### src/sv/slins_pkg.sv
// package for the sorted insertion list
// beat types, command codes and sizing constants; no dependencies
package slins_pkg;

  localparam int unsigned Capacity = 32;
  localparam int unsigned AddrW    = (Capacity > 1) ? $clog2(Capacity) : 1;
  localparam int unsigned CntW     = $clog2(Capacity + 1);
  localparam int unsigned ValW     = 32;
  localparam int unsigned PosW     = 5;

  localparam logic [1:0] CmdInsert     = 2'd0;
  localparam logic [1:0] CmdDump       = 2'd1;
  localparam logic [1:0] CmdInsertDump = 2'd2;

  typedef struct packed {
    logic [1:0]             cmd;
    logic signed [ValW-1:0] value;
  } in_t;

  typedef struct packed {
    logic signed [ValW-1:0] entry_value;
    logic [PosW-1:0]        position;
    logic                   last;
    logic                   rejected;
  } out_t;

endpackage

### src/sv/slins_ram.sv
// generic single-port-write, single-port-read ram with registered read data
// no dependencies
module slins_ram #(
  parameter int unsigned Width = 32,
  parameter int unsigned Depth = 32
) (
  input  logic                                    clk_i,
  input  logic                                    wr_en_i,
  input  logic [((Depth > 1) ? $clog2(Depth) : 1)-1:0] wr_addr_i,
  input  logic [Width-1:0]                        wr_data_i,
  input  logic                                    rd_en_i,
  input  logic [((Depth > 1) ? $clog2(Depth) : 1)-1:0] rd_addr_i,
  output logic [Width-1:0]                        rd_data_o
);

  logic [Width-1:0] mem_q [Depth];
  logic [Width-1:0] rd_data_q;

  always_ff @(posedge clk_i) begin
    if (wr_en_i) begin
      mem_q[wr_addr_i] <= wr_data_i;
    end
    if (rd_en_i) begin
      rd_data_q <= mem_q[rd_addr_i];
    end
  end

  assign rd_data_o = rd_data_q;

endmodule

### src/sv/sorted_list_insert.sv
// top level of the sorted insertion list: sequencer, compare unit, output register
// depends on slins_pkg and slins_ram
//
// channel  direction  handshake                  beat type
// in       input      in_valid_i / in_ready_o    in_t  (cmd, value)
// out      output     out_valid_o / out_ready_i  out_t (entry_value, position, last, rejected)
//
// an insert walks down from the top entry through one ram port and one signed compare,
// each step reading an entry (StInsRd), then writing it up one slot or writing the value (StInsCmp);
// when the value lands at position zero it is written there without a read
// a dump reads each entry from the ram, then loads it into the output register (StDumpRd, StDumpOut),
// and waits while out stalls; it ends when the index reaches the entry count
// in_ready_o is high only in idle; a result may still wait in the output register then
// reset clears the entry count and the sequencer; ram contents are never cleared
// a rejected insert costs one result beat and leaves the list unchanged
module sorted_list_insert
  import slins_pkg::*;
(
  input  logic clk_i,
  input  logic rst_ni,
  input  logic in_valid_i,
  output logic in_ready_o,
  input  in_t  in_data_i,
  output logic out_valid_o,
  input  logic out_ready_i,
  output out_t out_data_o
);

  // sequencer states
  localparam logic [2:0] StIdle    = 3'd0;
  localparam logic [2:0] StInsRd   = 3'd1;
  localparam logic [2:0] StInsCmp  = 3'd2;
  localparam logic [2:0] StDumpRd  = 3'd3;
  localparam logic [2:0] StDumpOut = 3'd4;
  localparam logic [2:0] StRej     = 3'd5;

  logic [2:0]             state_q, state_d;
  logic [CntW-1:0]        count_q, count_d;
  logic [CntW-1:0]        idx_q, idx_d;
  logic signed [ValW-1:0] value_q, value_d;
  logic                   dump_after_q, dump_after_d;

  logic                   out_valid_q;
  out_t                   out_data_q;
  out_t                   out_next;
  logic                   out_load;
  logic                   out_free;

  // ram port controls
  logic                   wr_en;
  logic [AddrW-1:0]       wr_addr;
  logic [ValW-1:0]        wr_data;
  logic                   rd_en;
  logic [AddrW-1:0]       rd_addr;
  logic [ValW-1:0]        rd_data;

  // the one shared compare: stored entry against the value being inserted
  logic                   entry_not_smaller;

  slins_ram #(
    .Width (ValW),
    .Depth (Capacity)
  ) u_store (
    .clk_i     (clk_i),
    .wr_en_i   (wr_en),
    .wr_addr_i (wr_addr),
    .wr_data_i (wr_data),
    .rd_en_i   (rd_en),
    .rd_addr_i (rd_addr),
    .rd_data_o (rd_data)
  );

  assign entry_not_smaller = $signed(rd_data) >= value_q;
  // output register can take a beat when empty or being drained this cycle
  assign out_free          = !out_valid_q || out_ready_i;
  assign in_ready_o        = (state_q == StIdle);

  always_comb begin
    state_d      = state_q;
    count_d      = count_q;
    idx_d        = idx_q;
    value_d      = value_q;
    dump_after_d = dump_after_q;
    wr_en        = 1'b0;
    wr_addr      = '0;
    wr_data      = value_q;
    rd_en        = 1'b0;
    rd_addr      = '0;
    out_load     = 1'b0;
    out_next     = '0;

    unique case (state_q)
      StIdle: begin
        if (in_valid_i) begin
          value_d = in_data_i.value;
          unique case (in_data_i.cmd) inside
            CmdInsert, CmdInsertDump: begin
              dump_after_d = (in_data_i.cmd == CmdInsertDump);
              idx_d        = count_q;
              state_d      = (count_q == CntW'(Capacity)) ? StRej : StInsRd;
            end
            CmdDump: begin
              dump_after_d = 1'b0;
              idx_d        = '0;
              state_d      = StDumpRd;
            end
            default: begin
              // unused code: no result, no change
              state_d = StIdle;
            end
          endcase
        end
      end

      StRej: begin
        if (out_free) begin
          out_load             = 1'b1;
          out_next.entry_value = value_q;
          out_next.position    = '0;
          out_next.last        = 1'b1;
          out_next.rejected    = 1'b1;
          state_d              = StIdle;
        end
      end

      StInsRd: begin
        if (idx_q == '0) begin
          // walked past the bottom: value lands at position zero
          wr_en   = 1'b1;
          wr_addr = '0;
          wr_data = value_q;
          count_d = count_q + 1'b1;
          idx_d   = '0;
          state_d = dump_after_q ? StDumpRd : StIdle;
        end else begin
          rd_en   = 1'b1;
          rd_addr = AddrW'(idx_q - 1'b1);
          state_d = StInsCmp;
        end
      end

      StInsCmp: begin
        wr_en   = 1'b1;
        wr_addr = AddrW'(idx_q);
        if (entry_not_smaller) begin
          // move the entry up one slot and keep walking down
          wr_data = rd_data;
          idx_d   = idx_q - 1'b1;
          state_d = StInsRd;
        end else begin
          wr_data = value_q;
          count_d = count_q + 1'b1;
          idx_d   = '0;
          state_d = dump_after_q ? StDumpRd : StIdle;
        end
      end

      StDumpRd: begin
        if (idx_q == count_q) begin
          state_d = StIdle;
        end else begin
          rd_en   = 1'b1;
          rd_addr = AddrW'(idx_q);
          state_d = StDumpOut;
        end
      end

      StDumpOut: begin
        // read data holds while no new read is issued
        if (out_free) begin
          out_load             = 1'b1;
          out_next.entry_value = $signed(rd_data);
          out_next.position    = PosW'(idx_q);
          out_next.last        = (CntW'(idx_q + 1'b1) == count_q);
          out_next.rejected    = 1'b0;
          idx_d                = idx_q + 1'b1;
          state_d              = StDumpRd;
        end
      end

      default: begin
        state_d = StIdle;
      end
    endcase
  end

  always_ff @(posedge clk_i or negedge rst_ni) begin
    if (!rst_ni) begin
      state_q     <= StIdle;
      count_q     <= '0;
      idx_q       <= '0;
      out_valid_q <= 1'b0;
    end else begin
      state_q <= state_d;
      count_q <= count_d;
      idx_q   <= idx_d;
      if (out_load) begin
        out_valid_q <= 1'b1;
      end else if (out_ready_i) begin
        out_valid_q <= 1'b0;
      end
    end
  end

  // payload registers, no reset
  always_ff @(posedge clk_i) begin
    value_q      <= value_d;
    dump_after_q <= dump_after_d;
    if (out_load) begin
      out_data_q <= out_next;
    end
  end

  assign out_valid_o = out_valid_q;
  assign out_data_o  = out_data_q;

`ifndef ASSERT_OFF
  a_count_in_range: assert property (@(posedge clk_i) disable iff (!rst_ni)
    count_q <= CntW'(Capacity))
    else $error("entry count above capacity");

  a_count_steps_by_one: assert property (@(posedge clk_i) disable iff (!rst_ni)
    !$stable(count_q) |-> (count_q == $past(count_q) + 1'b1))
    else $error("entry count changed by other than one");

  a_idx_bounded: assert property (@(posedge clk_i) disable iff (!rst_ni)
    (state_q != StIdle) |-> (idx_q <= count_q))
    else $error("walk index beyond entry count");

  a_reject_is_last: assert property (@(posedge clk_i) disable iff (!rst_ni)
    (out_valid_o && out_data_o.rejected) |-> out_data_o.last)
    else $error("rejected beat not marked last");

  a_no_load_over_full: assert property (@(posedge clk_i) disable iff (!rst_ni)
    (out_load && out_valid_q) |-> out_ready_i)
    else $error("output register overwritten while held");
`endif

endmodule
### config.mk
export PLATFORM = sky130hd
export DESIGN_NAME = sorted_list_insert
export DESIGN_NICKNAME = d
export VERILOG_FILES = /design/src/sv/slins_pkg.sv /design/src/sv/slins_ram.sv /design/src/sv/sorted_list_insert.sv
export SDC_FILE = /design/constraint.sdc
export NUM_CORES = 1
export LEC_CHECK = 0
export BUFFER_PORTS_ARGS = -buffer_cell sky130_fd_sc_hd__buf_2
export CAP_MARGIN = 20
export CORE_MARGIN = 1
export CORE_UTILIZATION = 45
export CTS_CLUSTER_DIAMETER = 150
export CTS_CLUSTER_SIZE = 8
export DETAILED_ROUTE_END_ITERATION = 16
export PLACE_DENSITY_LB_ADDON = 0.15
export SETUP_SLACK_MARGIN = 0.15
export SKIP_CTS_REPAIR_TIMING = 1
export SLEW_MARGIN = 10
export SYNTH_ARGS = -nofsm -noshare
export SYNTH_HDL_FRONTEND = slang
export SYNTH_SLANG_ARGS = --single-unit
export TNS_END_PERCENT = 30
### constraint.sdc
create_clock -name clk_i -period 10.69 [get_ports clk_i]
set_input_delay 2.138 -clock clk_i [delete_from_list [all_inputs] [get_ports clk_i]]
set_output_delay 2.138 -clock clk_i [all_outputs]
set_load 0.05 [all_outputs]
==> results.py <==
metrics = {
    "yosys": {
        "synth_flop_cell": "edfxtp_1",
        "async_flop_share": 0.0140,
        "ys_seq_area_frac": 0.759,
        "synth_cells": 2700,
        "synth_fp_nets": 2775,
        "ys_types": 57,
        "synth_edf_count": 1128,
        "ys_ff_latch": 1144,
        "avgSynthCellArea_um2": 16.7,
        "yosys_warnings": 0,
        "syn-cell-area_mm2": 0.0451,
    },
    "placement": {
        "dp_hpwl_um": 62500,
        "gp_congestion": 0.861,
        "port_buffers": 78,
    },
    "cts": {
        "cts_buffer_depth": 3,
        "cts_root_buf": "clkbuf_16",
        "cts_tree": "built",
        "clock_sinks": 1144,
        "path_clk_slew_ns": 0.06,
        "htree_levels": 4,
        "insertion_delay_ns": 0.75,
        "cts_made_buffers": 160,
    },
    "detailed_routing": {
        "drtPass1Iterations": 5,
        "routed_wl_um": 117000,
        "num_vias": 25122,
        "viasPerCell": 6.02,
        "drt_iter0_drc": 2873,
        "wire_per_inst_um": 28.0,
        "ant_nets": 0,
        "drc": 0,
    },
    "finish": {
        "drive_above_1_share": 0.197,
        "finalNetCount": 2940,
        "fillerInstances": 7731,
        "final_common_cell": "edfxtp_1",
        "fin_util": 0.525,
        "final_cell_mix": "edfxtp_1, nand2_1, nand3_1",
        "syn_to_final_growth_pct": 15.0,
    },
    "global_routing": {
        "grt_pass1_wl_um": 171000,
        "grt_max_degree": 120,
        "first_global_vias": 24824,
        "grtUsageTotal": 0.232,
        "antenna_found_initial": 0,
        "gr-total-overflow": 0,
    },
    "floorplanning": {
        "dieArea_mm2": 0.102,
        "fp.dieW_um": 319,
        "io_pins": 79,
        "core_mm2": 0.0989,
        "dieHeight_um": 319,
        "start_util": 0.457,
        "rows": 115,
    },
    "worst_setup_path": {
        "max_stage_delay_ns": 0.81,
        "crit_buf_inv": 2,
        "critPathKind": "reg2reg",
        "crit_family": "buffers and inverters",
        "path_cells": "or3_1 -> o21ai_2 -> nor2_1 -> a21oi_4 -> buf_12 -> buf_4 -> mux4_2 -> a22o_1 -> a221oi_2 -> nand3_1",
        "worstPathArrival_ns": 5.49,
        "required_ns": 11.16,
        "cp_slowest_cell": "buf_4",
        "worstSetupEndpointType": "flop",
        "worstSetupStartpointType": "flop",
        "critical_path.max_fanout": 89,
    },
    "timing": {
        "worst_pin_slew_ns": 1.10,
        "max_freq_ghz": 0.199,
        "drv_slew": 0,
        "finalSetupTns_ns": 0,
        "period_needed_ns": 5.02,
        "finClkSkew_ns": 0.0336,
        "hold_viol": 0,
        "final-setup-viol-count": 0,
        "relSlewSlack": 0.267,
        "rsz0062_at_grt": "no",
        "min_period_over_period": 0.470,
    },
    "power_and_ir_drop": {
        "finalPower_mw": 15.4,
        "p_leak_nw": 17.0,
        "powerDensity_mw_per_mm2": 296,
        "irDropWorstVdd_mv": 0.487,
    },
    "job": {
        "cap_violations": 0,
    },
    "min_path": {
        "min-delay-path-class": "reg2reg",
    },
    "run_status": {
        "outcome": "finished clean",
    },
}
-- cell families (layout without fill, tap and decap cells) --
| group | Yosys count | in the layout | synth area share |
|---|---|---|---|
| buffers and inverters | 197 | 379 | 0.0200 |
| and+or+nand+nor | 843 | 843 | 0.0825 |
| muxes | 200 | 200 | 0.0799 |
| xor gates and xnor gates | 21 | 21 | 0.00407 |
| AOI/OAI and AO/OA | 258 | 258 | 0.0442 |
| adders and majority gates | 37 | 37 | 0.0103 |
| other | 0 | 2 | 0 |
| DFF | 1144 | 1144 | 0.759 |
-- per-stage QoR --
| stage | instances | hold WS, ns | setup WS, ns | instance area (um2) |
|---|---|---|---|---|
| finish | 4171 | 0.615 | 5.67 | 51900 |
| global route | 4169 | 0.642 | 5.31 | 51900 |
| CTS | 4164 | 0.606 | 5.63 | 51800 |
| detailed placement | 3985 | 0.592 | 5.65 | 47500 |
| global placement | 3979 | 0.590 | 5.71 | 47400 |
| floorplan | 2700 | 0.549 | 5.17 | 45100 |
-- worst register-to-register path, delay by kind of cell (launching register included) --
family	cells	cell delay, ns
multiplexers	1	0.62
AND/OR/NAND/NOR	3	0.92
AO/OA/AOI/OAI	4	1.11
flip-flops	1	0.59
buffers and inverters	2	1.51
-- layout make-up --
class | count | area (um2) | area share
timing repair buffer | 158 | 1100 | 0.0211
sequential | 1144 | 34300 | 0.660
tap | 1287 | 1610 | 0.0310
multi-input combinational | 1359 | 10500 | 0.202
inverter | 42 | 158 | 0.00304
clock buffer | 169 | 4120 | 0.0794
antenna | 2 | 5.00 | 0.0000964
clock inverter | 10 | 150 | 0.00289
-- power breakdown --
group | switching, mW | internal (mW)
sequential | 0.250 | 6.00
clock | 1.74 | 2.69
combinational | 3.24 | 1.46
total | 5.23 | 10.2
-- synth_stat cells, drive strengths merged (2+ instances only) --
cell type	number	area share
a211oi	5	0.00083
a21o	5	0.00083
a21oi	22	0.0027
a221oi	33	0.0092
a22o	33	0.0064
a31oi	2	0.00028
a32oi	64	0.012
and2	5	0.00069
and3	7	0.00097
and4	2	0.00039
buf	62	0.0085
clkbuf	93	0.0079
dfrtp	16	0.0089
edfxtp	1128	0.75
ha	37	0.010
inv	42	0.0035
mux2	2	0.00050
mux2i	70	0.016
mux4	128	0.064
nand2	483	0.040
nand2b	3	0.00042
nand3	181	0.020
nand3b	3	0.00050
nand4	76	0.011
nand4b	3	0.00058
nor2	57	0.0051
nor2b	4	0.00055
nor3	11	0.0012
nor4	3	0.00042
o211ai	4	0.00067
o21a	4	0.00083
o21ai	80	0.0090
o22ai	3	0.00055
xnor2	10	0.0019
xor2	11	0.0021
-- worst paths after layout --
path | startpoint | end | slack (ns) | depth (start not counted)
max | idx_q[2] | u_store.rd_data_o[27] | 5.67 | 10
min | u_store.rd_data_o[7] | out_data_o[14] | 0.62 | 2
max reg2reg | idx_q[2] | u_store.rd_data_o[27] | 5.67 | 10
min reg2reg | u_store.rd_data_o[7] | out_data_o[14] | 0.62 | 2
max in group asynchronous | rst_ni | out_valid_o | 9.06 | 1
min in group asynchronous | rst_ni | idx_q[0] | 1.33 | 1
-- layer usage --
| layer | vias up | global-route usage | part of all wire |
|---|---|---|---|
| met5 | - | 0 | 0 |
| met4 | 0 | 0.0592 | 0.015 |
| met3 | 150 | 0.0511 | 0.082 |
| met2 | 1062 | 0.358 | 0.47 |
| met1 | 13083 | 0.335 | 0.44 |
| li1 | 10827 | - | - |
-- flip-flops by register name, indices dropped and copies added (netlist names) --
| signal | count |
|---|---|
| u_store.mem_q | 1024 |
| out_data_o | 39 |
| u_store.rd_data_o | 32 |
| value_q | 32 |
| count_q | 6 |
| idx_q | 6 |
| state_q | 3 |
| dump_after_q | 1 |
| out_valid_o | 1 |
No activity file was read; power rests on OpenSTA's default activity.
